<file path="src/hw/rtl/qte_pkg.sv">
// Shared package for the quaternion to Euler angle pipeline.
// Formats, payload structs, CORDIC step angles and the angle helpers.
// No dependencies.
package qte_pkg;

    localparam int COMPONENT_BITS_DEF = 16;
    localparam int ANGLE_STEPS_DEF    = 16;

    localparam int CW = 17;  // negated component
    localparam int PW = 34;  // product
    localparam int SW = 36;  // Q30 sums
    localparam int RW = 62;  // radicand
    localparam int QW = 31;  // square root
    localparam int XW = 52;  // CORDIC x/y
    localparam int ZW = 34;  // CORDIC angle, centidegrees Q16

    localparam logic [63:0]           DEG_SCALE = 64'd375493621;
    localparam logic signed [ZW-1:0]  ANGLE_45  = 34'sd294912000;
    localparam logic signed [ZW-1:0]  ANGLE_180 = 34'sd1179648000;
    localparam logic signed [SW-1:0]  ONE_Q30   = 36'sd1073741824;

    typedef struct packed {
        logic signed [31:0]   s;
        logic signed [SW-1:0] rn;
        logic signed [SW-1:0] rd;
        logic signed [SW-1:0] yn;
        logic signed [SW-1:0] yd;
        logic                 clamped;
    } t_side;

    typedef struct packed {
        logic                 zero;
        logic signed [XW-1:0] x;
        logic signed [XW-1:0] y;
        logic signed [ZW-1:0] z;
    } t_vec;

    function automatic logic signed [ZW-1:0] step_angle(input int i);
        logic [63:0]        big;
        logic [63:0]        term;
        logic signed [63:0] sum;
        int                 e;
        big = DEG_SCALE << 32;
        sum = '0;
        if (i == 0) begin
            return ANGLE_45;
        end
        for (int k = 0; k < 32; k++) begin
            e = i * (2 * k + 1);
            if (e < 63) begin
                term = (big >> e) / 64'(2 * k + 1);
                if (k % 2 == 1) sum = sum - $signed(term);
                else            sum = sum + $signed(term);
            end
        end
        sum = (sum + 64'sd2147483648) >>> 32;
        return sum[ZW-1:0];
    endfunction

    function automatic t_vec vec_prep(input logic signed [SW-1:0] y,
                                      input logic signed [SW-1:0] x);
        t_vec                 v;
        logic signed [SW-1:0] xa;
        logic signed [SW-1:0] ya;
        v.zero = (x == '0) && (y == '0);
        v.z    = '0;
        xa     = x;
        ya     = y;
        if (x < 0) begin
            v.z = (y >= 0) ? ANGLE_180 : -ANGLE_180;
            xa  = -x;
            ya  = -y;
        end
        v.x = XW'(xa) <<< 16;
        v.y = XW'(ya) <<< 16;
        return v;
    endfunction

    function automatic logic [15:0] round_angle(input logic signed [ZW-1:0] z,
                                                input logic neg,
                                                input logic signed [ZW-1:0] lim);
        logic signed [ZW-1:0] a;
        logic signed [ZW-1:0] r;
        a = neg ? -z : z;
        r = (a + 34'sd32768) >>> 16;
        if (r > lim)       r = lim;
        else if (r < -lim) r = -lim;
        return r[15:0];
    endfunction

endpackage

</file>
<file path="src/hw/rtl/qte_sqrt_cell.sv">
// One cell of the square root chain: settles one root bit per cycle while i_en is high.
// Uses qte_pkg.
module qte_sqrt_cell import qte_pkg::*; #(
    parameter int BIT = 0
) (
    input  logic          i_clk,
    input  logic          i_en,
    input  logic [RW-1:0] i_rem,
    input  logic [QW-1:0] i_root,
    output logic [RW-1:0] o_rem,
    output logic [QW-1:0] o_root
);

    localparam logic [RW-1:0] ONE_BIT = RW'(1) << (2 * BIT);

    logic [RW-1:0] trial;
    logic [RW-1:0] r_rem;
    logic [QW-1:0] r_root;

    assign trial = (RW'(i_root) << (BIT + 1)) | ONE_BIT;

    always_ff @(posedge i_clk) begin
        if (i_en) begin
            if (i_rem >= trial) begin
                r_rem  <= i_rem - trial;
                r_root <= i_root | (QW'(1) << BIT);
            end else begin
                r_rem  <= i_rem;
                r_root <= i_root;
            end
        end
    end

    assign o_rem  = r_rem;
    assign o_root = r_root;

endmodule

</file>
<file path="config.mk">
export PLATFORM = sky130hd
export DESIGN_NAME = qte_sqrt_cell
export DESIGN_NICKNAME = d
export VERILOG_FILES = /design/src/hw/rtl/qte_pkg.sv /design/src/hw/rtl/qte_sqrt_cell.sv
export SDC_FILE = /design/constraint.sdc
export NUM_CORES = 1
export LEC_CHECK = 0
export BUFFER_PORTS_ARGS = -buffer_cell sky130_fd_sc_hd__buf_2
export CAP_MARGIN = 20
export CORE_UTILIZATION = 56
export CTS_CLUSTER_DIAMETER = 80
export DETAILED_ROUTE_END_ITERATION = 10
export PLACE_DENSITY = 0.87
export SLEW_MARGIN = 15
export SYNTH_ARGS = -nofsm -noshare
export SYNTH_HDL_FRONTEND = slang
export SYNTH_SLANG_ARGS = --single-unit
</file>
<file path="constraint.sdc">
create_clock -name i_clk -period 8.9 [get_ports i_clk]
set_input_delay 1.78 -clock i_clk [delete_from_list [all_inputs] [get_ports i_clk]]
set_output_delay 1.78 -clock i_clk [all_outputs]
set_load 0.01 [all_outputs]
</file>
==> impl_metrics.tcl <==
set metrics [dict create \
    nets 892 \
    drive_gt1_share_pct 28.0 \
    netlist_area_sq_um 5940 \
    layout_setup_ws_ns 3.99 \
    gr-total-overflow 0 \
    synth_top_family_by_area "simple AND/OR/NAND/NOR gates" \
    synth_cells 583 \
    p_leak_nw 2.95 \
    wire_per_inst_microns 16.9 \
    track_usage_pct 28.4 \
    max_stage_delay_ns 0.62 \
    initial_utilization_pct 57.5 \
    ir_drop_mv 0.0918 \
    synthFlopType "edfxtp_1" \
    yosysWarnings 0 \
    rsz0062_at_grt "false" \
    drt_first_pass_iters 5 \
    synthAdderAreaFrac_pct 7.08 \
    antenna_found_initial 0 \
    routed_wl_mm 15.3 \
    clockBufferDepth 2 \
    synth_xor_area_share_pct 8.70 \
    synth_area_leaders "edfxtp_1 47%, ha_1 6.7%, xnor2_1 5.0%" \
    ys_types 59 \
    cp_top_family "compound AO/OA/AOI/OAI gates" \
    viasPerCell 5.81 \
    die_y_microns 105 \
    die_w_microns 105 \
    power_density_nw_per_um2 154 \
    crit_slowest_cell "a211oi_2" \
    hold_buffers 0 \
    fin_setup_tns_ns 0 \
    vias 5266 \
    multi_input_area_sq_um 2910 \
    fmax_ghz 0.204 \
    final_cell_mix "186 x buf_2, 93 x edfxtp_1, 72 x nand2_1" \
    portBuffers 187 \
    yosysSeqAreaShare_pct 47.0 \
    path_cells "buf_2 -> inv_1 -> fa_1 -> nor2b_1 -> o21bai_1 -> a211o_1 -> a21oi_1 -> and4_1 -> o211ai_1 -> a211oi_2 -> o2111ai_1 -> xnor2_1" \
    synth_compound_area_share_pct 14.1 \
    post-route-period-util_pct 55.2 \
    final_max_slew_viol_count 0 \
    cp-end-kind "flip-flop" \
    hold_viol_final 0 \
    synth_nets 711 \
    layout_min_cycle_time_ns 4.91 \
    cts-root-buf "clkbuf_8" \
    place_ws_ns 3.72 \
    cts_resized 0 \
    syn_to_final_growth_pct 19.8 \
    drt_iter0_markers 298 \
    grt_first_pass_wirelength_mm 24.6 \
    crit_path_end "o_rem[56]$_DFFE_PP_" \
    crit_fanout 9 \
    worstSetupPathDepth 12 \
    synth_edf_count 93 \
    relSlewSlack_pct 36.0 \
    cap_violations 0 \
    synth_simple_gate_area_share_pct 19.2 \
    post-dp-hpwl_mm 11.9 \
    setup_viol 0 \
    gp_congestion 0.897 \
    cp.buffers_inverters 2 \
    status "finished clean" \
    antenna_left 0 \
    fillers 797 \
    fp.dieArea_sq_um 11000 \
    avgSynthCellArea_sq_um 10.2 \
    cp.required_ns 9.02 \
    cp-startpoint "i_rem[1]" \
    synth_top_area_share_pct 47.0 \
    core_region_area_sq_um 10300 \
    path_class "in2reg" \
    fp-row-count 37 \
    regArea_sq_um 2790 \
    synth-async-reset-ratio_pct 0 \
    synth.mux.area_fraction_pct 0 \
    grt_max_degree 79 \
    tritoncts "built" \
    path_clk_slew_ns 0.09 \
    start_kind "input port" \
    final_common_cell "buf_2" \
    cts-htree-levels 3 \
    ys_seq_elements 93 \
    synth_top_area_cell "edfxtp_1" \
    grt_pass1_vias 5233 \
    clkSinkCount 93 \
    num_io_pins 188 \
    arrival_ns 5.03 \
    hold_class "in2reg" \
    drc 0 \
    tightest_slew_ns 0.953 \
    cts_buffers 9 \
    post_cts_buffers 0 \
]
==> synth_stat cells, drive strengths merged, types with 2 or more instances <==
cell type	count
edfxtp	93
nand2	72
o21ai	53
a21oi	39
inv	35
nor2	34
xnor2	34
ha	32
xor2	25
nor3	15
nand3	11
clkbuf	10
nor4	10
a21o	9
nand2b	9
buf	8
nand4	8
or3	8
nand4b	7
and3	6
o21a	6
a31oi	5
a21boi	4
o31ai	4
or4	4
a211oi	3
and2	3
nor2b	3
nor4b	3
nor4bb	3
or2	3
a211o	2
a41oi	2
and4	2
nand3b	2
nor3b	2
o211ai	2
o21bai	2
o311ai	2
==> where the power goes <==
group | leakage, nW | switching (mW) | internal [mW]
Clock | 0.0809 | 0.150 | 0.0985
Combinational | 1.96 | 0.175 | 0.116
Sequential | 0.911 | 0.0116 | 0.541
==> worst min path at each step <==
stage / from / to / slack (ns) / cells past startpoint
floorplan: i_root[10] / o_root[10]$_DFFE_PP_ / 1.88 / 0
global placement: i_root[20] / o_root[20]$_DFFE_PP_ / 1.97 / 1
detailed placement: i_root[18] / o_root[18]$_DFFE_PP_ / 1.97 / 1
CTS: i_root[18] / o_root[18]$_DFFE_PP_ / 1.59 / 1
global route: i_root[23] / o_root[23]$_DFFE_PP_ / 1.58 / 1
finish: i_root[16] / o_root[16]$_DFFE_PP_ / 1.60 / 1
==> logic make-up after synthesis <==
group,count (synthesis)
compound gates,138
xor+xnor,59
fa+ha+maj,33
buf+inv,53
flops,93
simple gates,207
==> layout make-up <==
type	instances	area share (%)
flip-flops and latches	93	39.3
well taps	136	2.39
clock inverters	6	0.422
multi-input cells	437	41.0
diodes	1	0.0352
repair buffers	188	13.3
clock buffers	10	1.79
inverters	35	1.85
==> per-layer routing <==
layer | share of wire, % | GRT usage [%] | wire length [microns]
met5 | 0 | 0 | 0
met1 | 40 | 35.2 | 6190
met3 | 7.1 | 4.05 | 1080
met4 | 3.6 | 13.4 | 544
met2 | 49 | 48.8 | 7480
==> state kept, by name, summed over array words and instances, names as in the netlist <==
| register | flops |
|---|---|
| o_rem | 62 |
| o_root | 31 |
==> per-stage QoR <==
stage | cell area [sq um] | total power [mW] | instances | hold slack (ns) | utilization [%]
2_1_floorplan | 5940 | 0.728 | 583 | 1.88 | -
6_report | 7110 | 1.09 | 906 | 1.60 | 68.9
5_1_grt | 7110 | 1.14 | 905 | 1.58 | 68.9
4_1_cts | 7110 | 1.09 | 905 | 1.59 | 68.9
3_3_place_gp | 6950 | 0.841 | 889 | 1.97 | 67.4
3_5_place_dp | 6950 | 0.850 | 889 | 1.97 | 67.4
(Power assumes the default switching activity.)
